===== config.mk =====
export PLATFORM = sky130hd
export DESIGN_NAME = double_to_hex_float_text
export DESIGN_NICKNAME = d
export VERILOG_FILES = /design/src/sv/dthf_pkg.sv /design/src/sv/dthf_dp.sv /design/src/sv/dthf_ctrl.sv /design/src/sv/double_to_hex_float_text.sv
export SDC_FILE = /design/constraint.sdc
export NUM_CORES = 1
export LEC_CHECK = 0
export BUFFER_PORTS_ARGS = -buffer_cell sky130_fd_sc_hd__buf_2
export CAP_MARGIN = 20
export CELL_PAD_IN_SITES_DETAIL_PLACEMENT = 0
export CELL_PAD_IN_SITES_GLOBAL_PLACEMENT = 1
export CORE_MARGIN = 2
export CORE_UTILIZATION = 40
export CTS_BUF_LIST = sky130_fd_sc_hd__clkbuf_4 sky130_fd_sc_hd__clkbuf_8
export DETAILED_ROUTE_END_ITERATION = 16
export MAX_ROUTING_LAYER = met4
export PLACE_DENSITY = 0.77
export SLEW_MARGIN = 5
export SYNTH_ARGS = -nofsm -noshare
export SYNTH_HDL_FRONTEND = slang
export SYNTH_SLANG_ARGS = --single-unit

===== constraint.sdc =====
create_clock -name clk -period 3.5 [get_ports clk]
set_input_delay 0.35 -clock clk [delete_from_list [all_inputs] [get_ports clk]]
set_output_delay 0.35 -clock clk [all_outputs]
set_load 0.005 [all_outputs]

===== src/sv/dthf_pkg.sv =====
// ----------------------------------------------------------------------------
// dthf_pkg
// Shared types and constants for the double to hex float text formatter:
// controller states, character selects and the command/status words that
// pass between the controller and the datapath.
// ----------------------------------------------------------------------------
package dthf_pkg;

    // Default for the most fraction digits printed after the point
    localparam int MAX_DIGITS_DEF = 28;

    // Field geometry of an IEEE binary64 word
    localparam int FRAC_W = 52;
    localparam int BEXP_W = 11;
    localparam int E2_W   = 12;   // signed binary exponent, -1074 .. 1023
    localparam int MAG_W  = 11;   // |e2| up to 1074
    localparam int BCD_W  = 16;   // four decimal digits
    localparam int DCNT_W = 5;    // digit count field width
    localparam int CHAR_W = 7;

    localparam logic [BEXP_W-1:0] BEXP_SPECIAL = '1;
    localparam logic [E2_W-1:0]   EXP_BIAS     = 12'd1023;
    localparam logic [E2_W-1:0]   SUB_EXP      = 12'hC02;   // -1022

    // Double dabble runs one pass per magnitude bit
    localparam logic [3:0] CONV_LAST = 4'(MAG_W - 1);

    // ASCII codes
    localparam logic [CHAR_W-1:0] ASC_NUL   = 7'h00;
    localparam logic [CHAR_W-1:0] ASC_MINUS = 7'h2d;
    localparam logic [CHAR_W-1:0] ASC_PLUS  = 7'h2b;
    localparam logic [CHAR_W-1:0] ASC_POINT = 7'h2e;
    localparam logic [CHAR_W-1:0] ASC_ZERO  = 7'h30;
    localparam logic [CHAR_W-1:0] ASC_ONE   = 7'h31;
    localparam logic [CHAR_W-1:0] ASC_LOW_A = 7'h61;
    localparam logic [CHAR_W-1:0] ASC_P     = 7'h70;
    localparam logic [CHAR_W-1:0] ASC_X     = 7'h78;

    typedef enum logic [3:0] {
        ST_IDLE,
        ST_DECODE,
        ST_NORM,
        ST_CONV,
        ST_MINUS,
        ST_ZERO,
        ST_X,
        ST_LEAD,
        ST_POINT,
        ST_FRAC,
        ST_P,
        ST_ESIGN,
        ST_EDIG,
        ST_NAN
    } state_t;

    typedef enum logic [3:0] {
        CH_NUL,
        CH_MINUS,
        CH_ZERO,
        CH_X,
        CH_LEAD,
        CH_POINT,
        CH_FRAC,
        CH_P,
        CH_ESIGN,
        CH_EDIG
    } char_sel_t;

    // Controller to datapath
    typedef struct packed {
        logic      load;
        logic      norm_step;
        logic      conv_step;
        logic      emit;
        char_sel_t sel;
        logic      frac_step;
        logic      ed_init;
        logic      ed_step;
        logic      last;
        logic      nf;
    } cmd_t;

    // Datapath to controller
    typedef struct packed {
        logic nan;
        logic neg_show;
        logic norm_done;
        logic conv_last;
        logic frac_none;
        logic frac_last;
        logic ed_zero;
        logic out_free;
    } sts_t;

endpackage


===== src/sv/dthf_dp.sv =====
// ----------------------------------------------------------------------------
// dthf_dp
// Datapath: field decode, subnormal normalizer (one bit a cycle), exponent
// binary to BCD (double dabble, one bit a cycle), digit counters and the
// character output register.
// ----------------------------------------------------------------------------
module dthf_dp #(
    parameter int MAX_DIGITS = dthf_pkg::MAX_DIGITS_DEF
) (
    input  logic                          clk,
    input  logic                          rst_n,
    input  dthf_pkg::cmd_t                cmd,
    output dthf_pkg::sts_t                sts,
    input  logic [63:0]                   value_bits,
    input  logic [dthf_pkg::DCNT_W-1:0]   digit_count,
    output logic                          char_valid,
    input  logic                          char_ready,
    output logic [dthf_pkg::CHAR_W-1:0]   char_code,
    output logic                          last_char,
    output logic                          not_finite
);
    import dthf_pkg::*;

    localparam logic [DCNT_W-1:0] MaxDig = DCNT_W'(MAX_DIGITS);

    // Operand registers
    logic [FRAC_W:0]        mant_reg, mant_next;
    logic signed [E2_W-1:0] e2_reg, e2_next;
    logic                   neg_reg, neg_next;
    logic                   zero_reg, zero_next;
    logic                   nan_reg, nan_next;
    logic [DCNT_W-1:0]      frac_left_reg, frac_left_next;
    logic [3:0]             conv_cnt_reg, conv_cnt_next;
    logic [BCD_W-1:0]       bcd_reg, bcd_next;
    logic [1:0]             ed_cnt_reg, ed_cnt_next;

    // Output register
    logic                   out_valid_reg, out_valid_next;
    logic [CHAR_W-1:0]      out_char_reg, out_char_next;
    logic                   out_last_reg, out_last_next;
    logic                   out_nf_reg, out_nf_next;

    logic [BEXP_W-1:0]      in_bexp;
    logic [FRAC_W-1:0]      in_frac;
    logic [MAG_W-1:0]       mag;
    logic                   mag_bit;
    logic [BCD_W-1:0]       bcd_adj;
    logic [1:0]             ed_lead;
    logic [3:0]             frac_dig;
    logic [3:0]             exp_dig;
    logic [CHAR_W-1:0]      sel_char;
    logic                   out_free;

    assign in_bexp = value_bits[62:52];
    assign in_frac = value_bits[FRAC_W-1:0];

    // Exponent magnitude and the bit fed into the BCD shifter, MSB first
    always_comb
    begin
        logic [E2_W-1:0] neg_e2;
        neg_e2  = E2_W'(-e2_reg);
        mag     = e2_reg[E2_W-1] ? neg_e2[MAG_W-1:0] : e2_reg[MAG_W-1:0];
        mag_bit = mag[CONV_LAST - conv_cnt_reg];
    end

    // Double dabble add-3 correction on each nibble
    always_comb
    begin
        for (int k = 0; k < BCD_W / 4; k++)
        begin
            if (bcd_reg[4*k +: 4] >= 4'd5)
            begin
                bcd_adj[4*k +: 4] = bcd_reg[4*k +: 4] + 4'd3;
            end
            else
            begin
                bcd_adj[4*k +: 4] = bcd_reg[4*k +: 4];
            end
        end
    end

    // Position of the leading nonzero exponent digit (at least one digit)
    always_comb
    begin
        if (bcd_reg[15:12] != 4'd0)
        begin
            ed_lead = 2'd3;
        end
        else if (bcd_reg[11:8] != 4'd0)
        begin
            ed_lead = 2'd2;
        end
        else if (bcd_reg[7:4] != 4'd0)
        begin
            ed_lead = 2'd1;
        end
        else
        begin
            ed_lead = 2'd0;
        end
    end

    assign frac_dig = mant_reg[FRAC_W-1 -: 4];
    assign exp_dig  = bcd_reg[{ed_cnt_reg, 2'b00} +: 4];
    assign out_free = !out_valid_reg || char_ready;

    // Character mux
    always_comb
    begin
        unique case (cmd.sel)
            CH_MINUS: sel_char = ASC_MINUS;
            CH_ZERO:  sel_char = ASC_ZERO;
            CH_X:     sel_char = ASC_X;
            CH_LEAD:  sel_char = zero_reg ? ASC_ZERO : ASC_ONE;
            CH_POINT: sel_char = ASC_POINT;
            CH_FRAC:
            begin
                if (frac_dig < 4'd10)
                begin
                    sel_char = ASC_ZERO + CHAR_W'(frac_dig);
                end
                else
                begin
                    sel_char = ASC_LOW_A + CHAR_W'(frac_dig - 4'd10);
                end
            end
            CH_P:     sel_char = ASC_P;
            CH_ESIGN: sel_char = e2_reg[E2_W-1] ? ASC_MINUS : ASC_PLUS;
            CH_EDIG:  sel_char = ASC_ZERO + CHAR_W'(exp_dig);
            default:  sel_char = ASC_NUL;
        endcase
    end

    // Next-value logic for the operand registers
    always_comb
    begin
        mant_next      = mant_reg;
        e2_next        = e2_reg;
        neg_next       = neg_reg;
        zero_next      = zero_reg;
        nan_next       = nan_reg;
        frac_left_next = frac_left_reg;
        conv_cnt_next  = conv_cnt_reg;
        bcd_next       = bcd_reg;
        ed_cnt_next    = ed_cnt_reg;

        if (cmd.load)
        begin
            mant_next      = {(in_bexp != '0), in_frac};
            neg_next       = value_bits[63];
            zero_next      = (in_bexp == '0) && (in_frac == '0);
            nan_next       = (in_bexp == BEXP_SPECIAL);
            frac_left_next = (digit_count > MaxDig) ? MaxDig : digit_count;
            conv_cnt_next  = '0;
            bcd_next       = '0;
            if (in_bexp == '0)
            begin
                e2_next = (in_frac == '0) ? '0 : SUB_EXP;
            end
            else
            begin
                e2_next = {1'b0, in_bexp} - EXP_BIAS;
            end
        end

        if (cmd.norm_step)
        begin
            mant_next = {mant_reg[FRAC_W-1:0], 1'b0};
            e2_next   = e2_reg - 12'sd1;
        end

        if (cmd.conv_step)
        begin
            bcd_next      = {bcd_adj[BCD_W-2:0], mag_bit};
            conv_cnt_next = conv_cnt_reg + 4'd1;
        end

        // Digits past the fraction shift in as zero
        if (cmd.frac_step)
        begin
            mant_next      = {mant_reg[FRAC_W-4:0], 4'b0000};
            frac_left_next = frac_left_reg - 5'd1;
        end

        if (cmd.ed_init)
        begin
            ed_cnt_next = ed_lead;
        end
        else if (cmd.ed_step)
        begin
            ed_cnt_next = ed_cnt_reg - 2'd1;
        end
    end

    // Output register next value
    always_comb
    begin
        out_valid_next = out_valid_reg;
        out_char_next  = out_char_reg;
        out_last_next  = out_last_reg;
        out_nf_next    = out_nf_reg;
        if (cmd.emit)
        begin
            out_valid_next = 1'b1;
            out_char_next  = sel_char;
            out_last_next  = cmd.last;
            out_nf_next    = cmd.nf;
        end
        else if (char_ready)
        begin
            out_valid_next = 1'b0;
        end
    end

    // Payload registers
    always_ff @(posedge clk)
    begin
        mant_reg      <= mant_next;
        e2_reg        <= e2_next;
        neg_reg       <= neg_next;
        zero_reg      <= zero_next;
        nan_reg       <= nan_next;
        frac_left_reg <= frac_left_next;
        bcd_reg       <= bcd_next;
        ed_cnt_reg    <= ed_cnt_next;
        out_char_reg  <= out_char_next;
        out_last_reg  <= out_last_next;
        out_nf_reg    <= out_nf_next;
    end

    // Control registers
    always_ff @(posedge clk or negedge rst_n)
    begin
        if (!rst_n)
        begin
            out_valid_reg <= 1'b0;
            conv_cnt_reg  <= '0;
        end
        else
        begin
            out_valid_reg <= out_valid_next;
            conv_cnt_reg  <= conv_cnt_next;
        end
    end

    // Status back to the controller
    always_comb
    begin
        sts.nan       = nan_reg;
        sts.neg_show  = neg_reg && !zero_reg;
        sts.norm_done = mant_reg[FRAC_W] || zero_reg;
        sts.conv_last = (conv_cnt_reg == CONV_LAST);
        sts.frac_none = (frac_left_reg == '0);
        sts.frac_last = (frac_left_reg == 5'd1);
        sts.ed_zero   = (ed_cnt_reg == 2'd0);
        sts.out_free  = out_free;
    end

    assign char_valid = out_valid_reg;
    assign char_code  = out_char_reg;
    assign last_char  = out_last_reg;
    assign not_finite = out_nf_reg;

endmodule


===== src/sv/dthf_ctrl.sv =====
// ----------------------------------------------------------------------------
// dthf_ctrl
// Controller: sequences decode, normalization, exponent conversion and the
// character stream, one character word per cycle when the output is free.
// ----------------------------------------------------------------------------
module dthf_ctrl (
    input  logic           clk,
    input  logic           rst_n,
    input  logic           item_valid,
    output logic           item_ready,
    input  dthf_pkg::sts_t sts,
    output dthf_pkg::cmd_t cmd
);
    import dthf_pkg::*;

    state_t state_reg, state_next;

    // State register
    always_ff @(posedge clk or negedge rst_n)
    begin
        if (!rst_n)
        begin
            state_reg <= ST_IDLE;
        end
        else
        begin
            state_reg <= state_next;
        end
    end

    // Next state
    always_comb
    begin
        state_next = state_reg;
        unique case (state_reg)
            ST_IDLE:
            begin
                if (item_valid)
                begin
                    state_next = ST_DECODE;
                end
            end
            ST_DECODE: state_next = sts.nan ? ST_NAN : ST_NORM;
            ST_NORM:
            begin
                if (sts.norm_done)
                begin
                    state_next = ST_CONV;
                end
            end
            ST_CONV:
            begin
                if (sts.conv_last)
                begin
                    state_next = sts.neg_show ? ST_MINUS : ST_ZERO;
                end
            end
            ST_MINUS: if (sts.out_free) state_next = ST_ZERO;
            ST_ZERO:  if (sts.out_free) state_next = ST_X;
            ST_X:     if (sts.out_free) state_next = ST_LEAD;
            ST_LEAD:  if (sts.out_free) state_next = ST_POINT;
            ST_POINT:
            begin
                if (sts.out_free)
                begin
                    state_next = sts.frac_none ? ST_P : ST_FRAC;
                end
            end
            ST_FRAC:
            begin
                if (sts.out_free && sts.frac_last)
                begin
                    state_next = ST_P;
                end
            end
            ST_P:     if (sts.out_free) state_next = ST_ESIGN;
            ST_ESIGN: if (sts.out_free) state_next = ST_EDIG;
            ST_EDIG:
            begin
                if (sts.out_free && sts.ed_zero)
                begin
                    state_next = ST_IDLE;
                end
            end
            ST_NAN:   if (sts.out_free) state_next = ST_IDLE;
            default:  state_next = ST_IDLE;
        endcase
    end

    // Outputs
    always_comb
    begin
        cmd        = '0;
        cmd.sel    = CH_NUL;
        item_ready = 1'b0;
        unique case (state_reg)
            ST_IDLE:
            begin
                item_ready = 1'b1;
                cmd.load   = item_valid;
            end
            ST_DECODE: ;
            ST_NORM:   cmd.norm_step = !sts.norm_done;
            ST_CONV:   cmd.conv_step = 1'b1;
            ST_MINUS:
            begin
                cmd.emit = sts.out_free;
                cmd.sel  = CH_MINUS;
            end
            ST_ZERO:
            begin
                cmd.emit = sts.out_free;
                cmd.sel  = CH_ZERO;
            end
            ST_X:
            begin
                cmd.emit = sts.out_free;
                cmd.sel  = CH_X;
            end
            ST_LEAD:
            begin
                cmd.emit = sts.out_free;
                cmd.sel  = CH_LEAD;
            end
            ST_POINT:
            begin
                cmd.emit = sts.out_free;
                cmd.sel  = CH_POINT;
            end
            ST_FRAC:
            begin
                cmd.emit      = sts.out_free;
                cmd.frac_step = sts.out_free;
                cmd.sel       = CH_FRAC;
            end
            ST_P:
            begin
                cmd.emit = sts.out_free;
                cmd.sel  = CH_P;
            end
            ST_ESIGN:
            begin
                cmd.emit    = sts.out_free;
                cmd.ed_init = sts.out_free;
                cmd.sel     = CH_ESIGN;
            end
            ST_EDIG:
            begin
                cmd.emit    = sts.out_free;
                cmd.ed_step = sts.out_free;
                cmd.sel     = CH_EDIG;
                cmd.last    = sts.ed_zero;
            end
            ST_NAN:
            begin
                cmd.emit = sts.out_free;
                cmd.sel  = CH_NUL;
                cmd.last = 1'b1;
                cmd.nf   = 1'b1;
            end
            default: ;
        endcase
    end

endmodule


===== src/sv/double_to_hex_float_text.sv =====
// An accepted number is decoded; a subnormal is then shifted left in the
// one-bit-a-cycle normalizer until its leading one is at the top. The exponent
// BCD conversion follows; then one character per cycle while the output is free.
// A new number is accepted once the last character has reached the output register.
// Reset (rst_n, async, active low) returns the controller to idle with no output.
// ----------------------------------------------------------------------------
// double_to_hex_float_text
// Formats a finite binary64 bit pattern as [-]0x1.<hex digits>p<sign><exponent>
// text (0x0. for zero), one ASCII character word per output handshake.
// ----------------------------------------------------------------------------
module double_to_hex_float_text #(
    parameter int MAX_DIGITS = dthf_pkg::MAX_DIGITS_DEF
) (
    input  logic                          clk,
    input  logic                          rst_n,
    input  logic                          item_valid,
    output logic                          item_ready,
    input  logic [63:0]                   value_bits,
    input  logic [dthf_pkg::DCNT_W-1:0]   digit_count,
    output logic                          char_valid,
    input  logic                          char_ready,
    output logic [dthf_pkg::CHAR_W-1:0]   char_code,
    output logic                          last_char,
    output logic                          not_finite
);
    import dthf_pkg::*;

    cmd_t cmd;
    sts_t sts;

    dthf_ctrl u_ctrl (
        .clk        (clk),
        .rst_n      (rst_n),
        .item_valid (item_valid),
        .item_ready (item_ready),
        .sts        (sts),
        .cmd        (cmd)
    );

    dthf_dp #(
        .MAX_DIGITS (MAX_DIGITS)
    ) u_dp (
        .clk         (clk),
        .rst_n       (rst_n),
        .cmd         (cmd),
        .sts         (sts),
        .value_bits  (value_bits),
        .digit_count (digit_count),
        .char_valid  (char_valid),
        .char_ready  (char_ready),
        .char_code   (char_code),
        .last_char   (last_char),
        .not_finite  (not_finite)
    );

endmodule


==> results.yml <==
setup_path:
  cp_slowest_stage_delay_ns: 0.57
  crit_buf_inv: 2
  cp_max_fo: 29
  startpoint: "u_ctrl.state_reg[3]"
  slowest_stage: "dfrtp_1"
  r2r_start: "u_ctrl.state_reg[3]"
  end_kind: "register"
  cp-start-kind: "register"
  crit_chain: "or2_2 > nor3_1 > nand2_1 > clkinv_1 > nor2_1 > nand2_2 > buf_12"
  worst_ep_arrival_time_ns: 2.75
  crit_type: "register to register"
  crit_required_ns: 3.59
  crit_family: "simple AND/OR/NAND/NOR gates"
final_layout:
  fillCellCount: 1571
  mostFrequentLayoutCells: "nand2_1, edfxtp_1, buf_2"
  multi_input_area_sq_um: 3230
  insertedDiodeCount: 0
  largest_register_ffs: 53
  final_nets: 868
  final_common_cell: "nand2_1"
  drive_gt1_share_pct: 15.3
  area_growth_pct: 11.7
  register_area_sq_um: 3190
timing:
  grt_setup_unrepaired: "false"
  slew_violations: 0
  clock_skew_ns: 0.0147
  clock.fmax_mhz: 376
  finalCriticalPeriod_ns: 2.66
  maxSlewHeadroom_pct: 55.9
  fin_crit_sh_pct: 76.0
  worst_slew_pin_slew_ns: 0.662
  setup_tns_ns: 0
  setup_viol_count_final: 0
  report.final.hold_viol_count: 0
floorplanning:
  die_h_microns: 134
  initial_utilization_pct: 40.6
  ios: 84
  rows: 47
  die_area_sq_um: 17800
  die_width_microns: 134
  core_region_area_sq_um: 16500
power:
  switchingPower_mw: 1.82
  total_power_mw: 4.64
  p_comb_share_pct: 36.3
  leakagePower_nw: 2.96
  p_int_mw: 2.82
  seq_power_share_pct: 48.6
  switching_share_pct: 39.2
  p_per_area_nw_per_um2: 619
  ir_drop_mv: 0.256
  clockPowerShare_pct: 15.1
route:
  postRouteAntennaNets: 0
  routed_via_density: 5.52
  drc: 0
  vias: 5498
  finalWirelength_mm: 16.3
  routedWlPerCell_microns: 16.3
  firstDrtPassIters: 5
  drt_iter0_drc: 441
clock_network:
  cts_max_level: 3
  clk_pin_slew_ns: 0.10
  ctsResizeCount: 0
  insertion_delay_ns: 0.39
  cts_sinks: 109
  cts_made_buffers: 9
  clockBufferDepth: 2
  postCtsSetupBuffers: 0
  cts-hold-fix-buffers: 1
  root_buffer: "clkbuf_8"
  cts_tree: "done"
min_path:
  min_path_type: "input pin to register"
  hp-start: "value_bits[63]"
synthesis:
  post-synth-top-area-cell: "edfxtp_1"
  synth_edf_count: 96
  syn_inst: 705
  ys_seq_area_share_pct: 47.5
  yosysWarnings: 0
  syn_avg_cell_area_sq_um: 9.53
  ys_ff_latch: 109
  synth_fp_nets: 802
  yosys-top-cells-area: "edfxtp_1, nand2_1, a22oi_1, ha_1, dfrtp_1"
  async_reset_ff_share_pct: 8.26
  ys.flop_type: "edfxtp_1"
  yosys.cell_types.count: 66
  synthesis.area_sq_um: 6720
  synth_top_area_share_pct: 42.9
global_routing:
  antenna_found_initial: 0
  grt_util_all_layers_pct: 19.3
  grt_pass1_wl_mm: 26.7
  grt_remaining_overflow: 0
  grt_pass1_vias: 5277
  grt_start_max_net_pins: 78
place:
  place_congestion: 0.950
  dpl.hpwl_mm: 12.2
  port_buffers: 83
run:
  max_cap_violations: 0
outcome:
  status: "completed"
-- cell usage after synthesis, types with 12 or more instances --
cell type and number:
nor2_1 55, o21ai_0 28, xor2_1 16, clkbuf_1 12, nor3_1 19, buf_2 13, a22oi_1 52, edfxtp_1 96
inv_1 31, xnor2_1 21, a21oi_1 35, nand3_1 14, ha_1 24, nand2_1 142, nor4_1 16
-- final cells by class --
cell class,instances,area share [%]
Inverter,33,1.65
Timing Repair Buffer,91,6.87
Tap cell,220,3.67
Multi-Input combinational cell,527,43.0
Clock buffer,10,1.75
Sequential cell,109,42.5
Clock inverter,6,0.517
-- power groups by stage --
| stage | sequential [mW] | combinational [mW] | clock, mW |
|---|---|---|---|
| final | 2.26 | 1.68 | 0.702 |
| after global routing | 2.31 | 1.90 | 0.766 |
| after CTS | 2.25 | 1.69 | 0.721 |
| after detailed placement | 2.28 | 1.68 | 0 |
| after global placement | 2.26 | 1.64 | 0 |
| after floorplan | 2.11 | 1.31 | 0 |
-- path summary, 6_finish.rpt --
path,to,slack (ns),cells past startpoint
worst max-delay path,u_dp.mant_reg[49],0.84,7
worst min-delay path,u_dp.neg_reg,0.17,1
worst max register to register,u_dp.mant_reg[49],0.84,7
worst min register to register,u_dp.mant_reg[1],0.48,2
max in group asynchronous,u_dp.char_valid,2.93,2
min in group asynchronous,u_dp.conv_cnt_reg[0],0.36,2
-- per-stage QoR --
step	worst slack (ns)	hold slack [ns]	area [sq um]	utilization (%)	instances
2_1_floorplan	0.493	0.0544	6720	-	705
3_3_place_gp	0.993	0.237	7320	44.3	979
3_5_place_dp	0.879	0.240	7320	44.3	979
4_1_cts	0.850	0.168	7500	45.4	996
5_1_grt	0.558	0.158	7500	45.4	996
6_report	0.841	0.175	7500	45.4	996
-- metal layers --
metal | share of wire, % | vias to the layer above | track usage [%]
li1 | - | 2695 | -
met1 | 47 | 2616 | 26.7
met2 | 46 | 164 | 29.2
met3 | 5.0 | 23 | 3.46
met4 | 1.6 | 0 | 5.32
met5 | 0 | - | -
-- logic make-up (layout without fill, tap and decap cells) --
kind of cell,count (synthesis),after routing,synth area share [%]
xor gates and xnor gates,37,37,4.83
and+or+nand+nor,294,294,20.2
AOI/OAI and AO/OA,160,160,15.8
muxes,12,12,2.57
adders and majority gates,24,24,4.47
buffers and inverters,69,140,4.66
DFF,109,109,47.5
-- worst reg2reg max path: cells and delay by family (launching register included) --
family	cells	cell delay (ns)
buf+inv	2	0.41
flops	1	0.57
simple gates	5	1.39
Note: power is estimated with default switching activity, not from simulation.
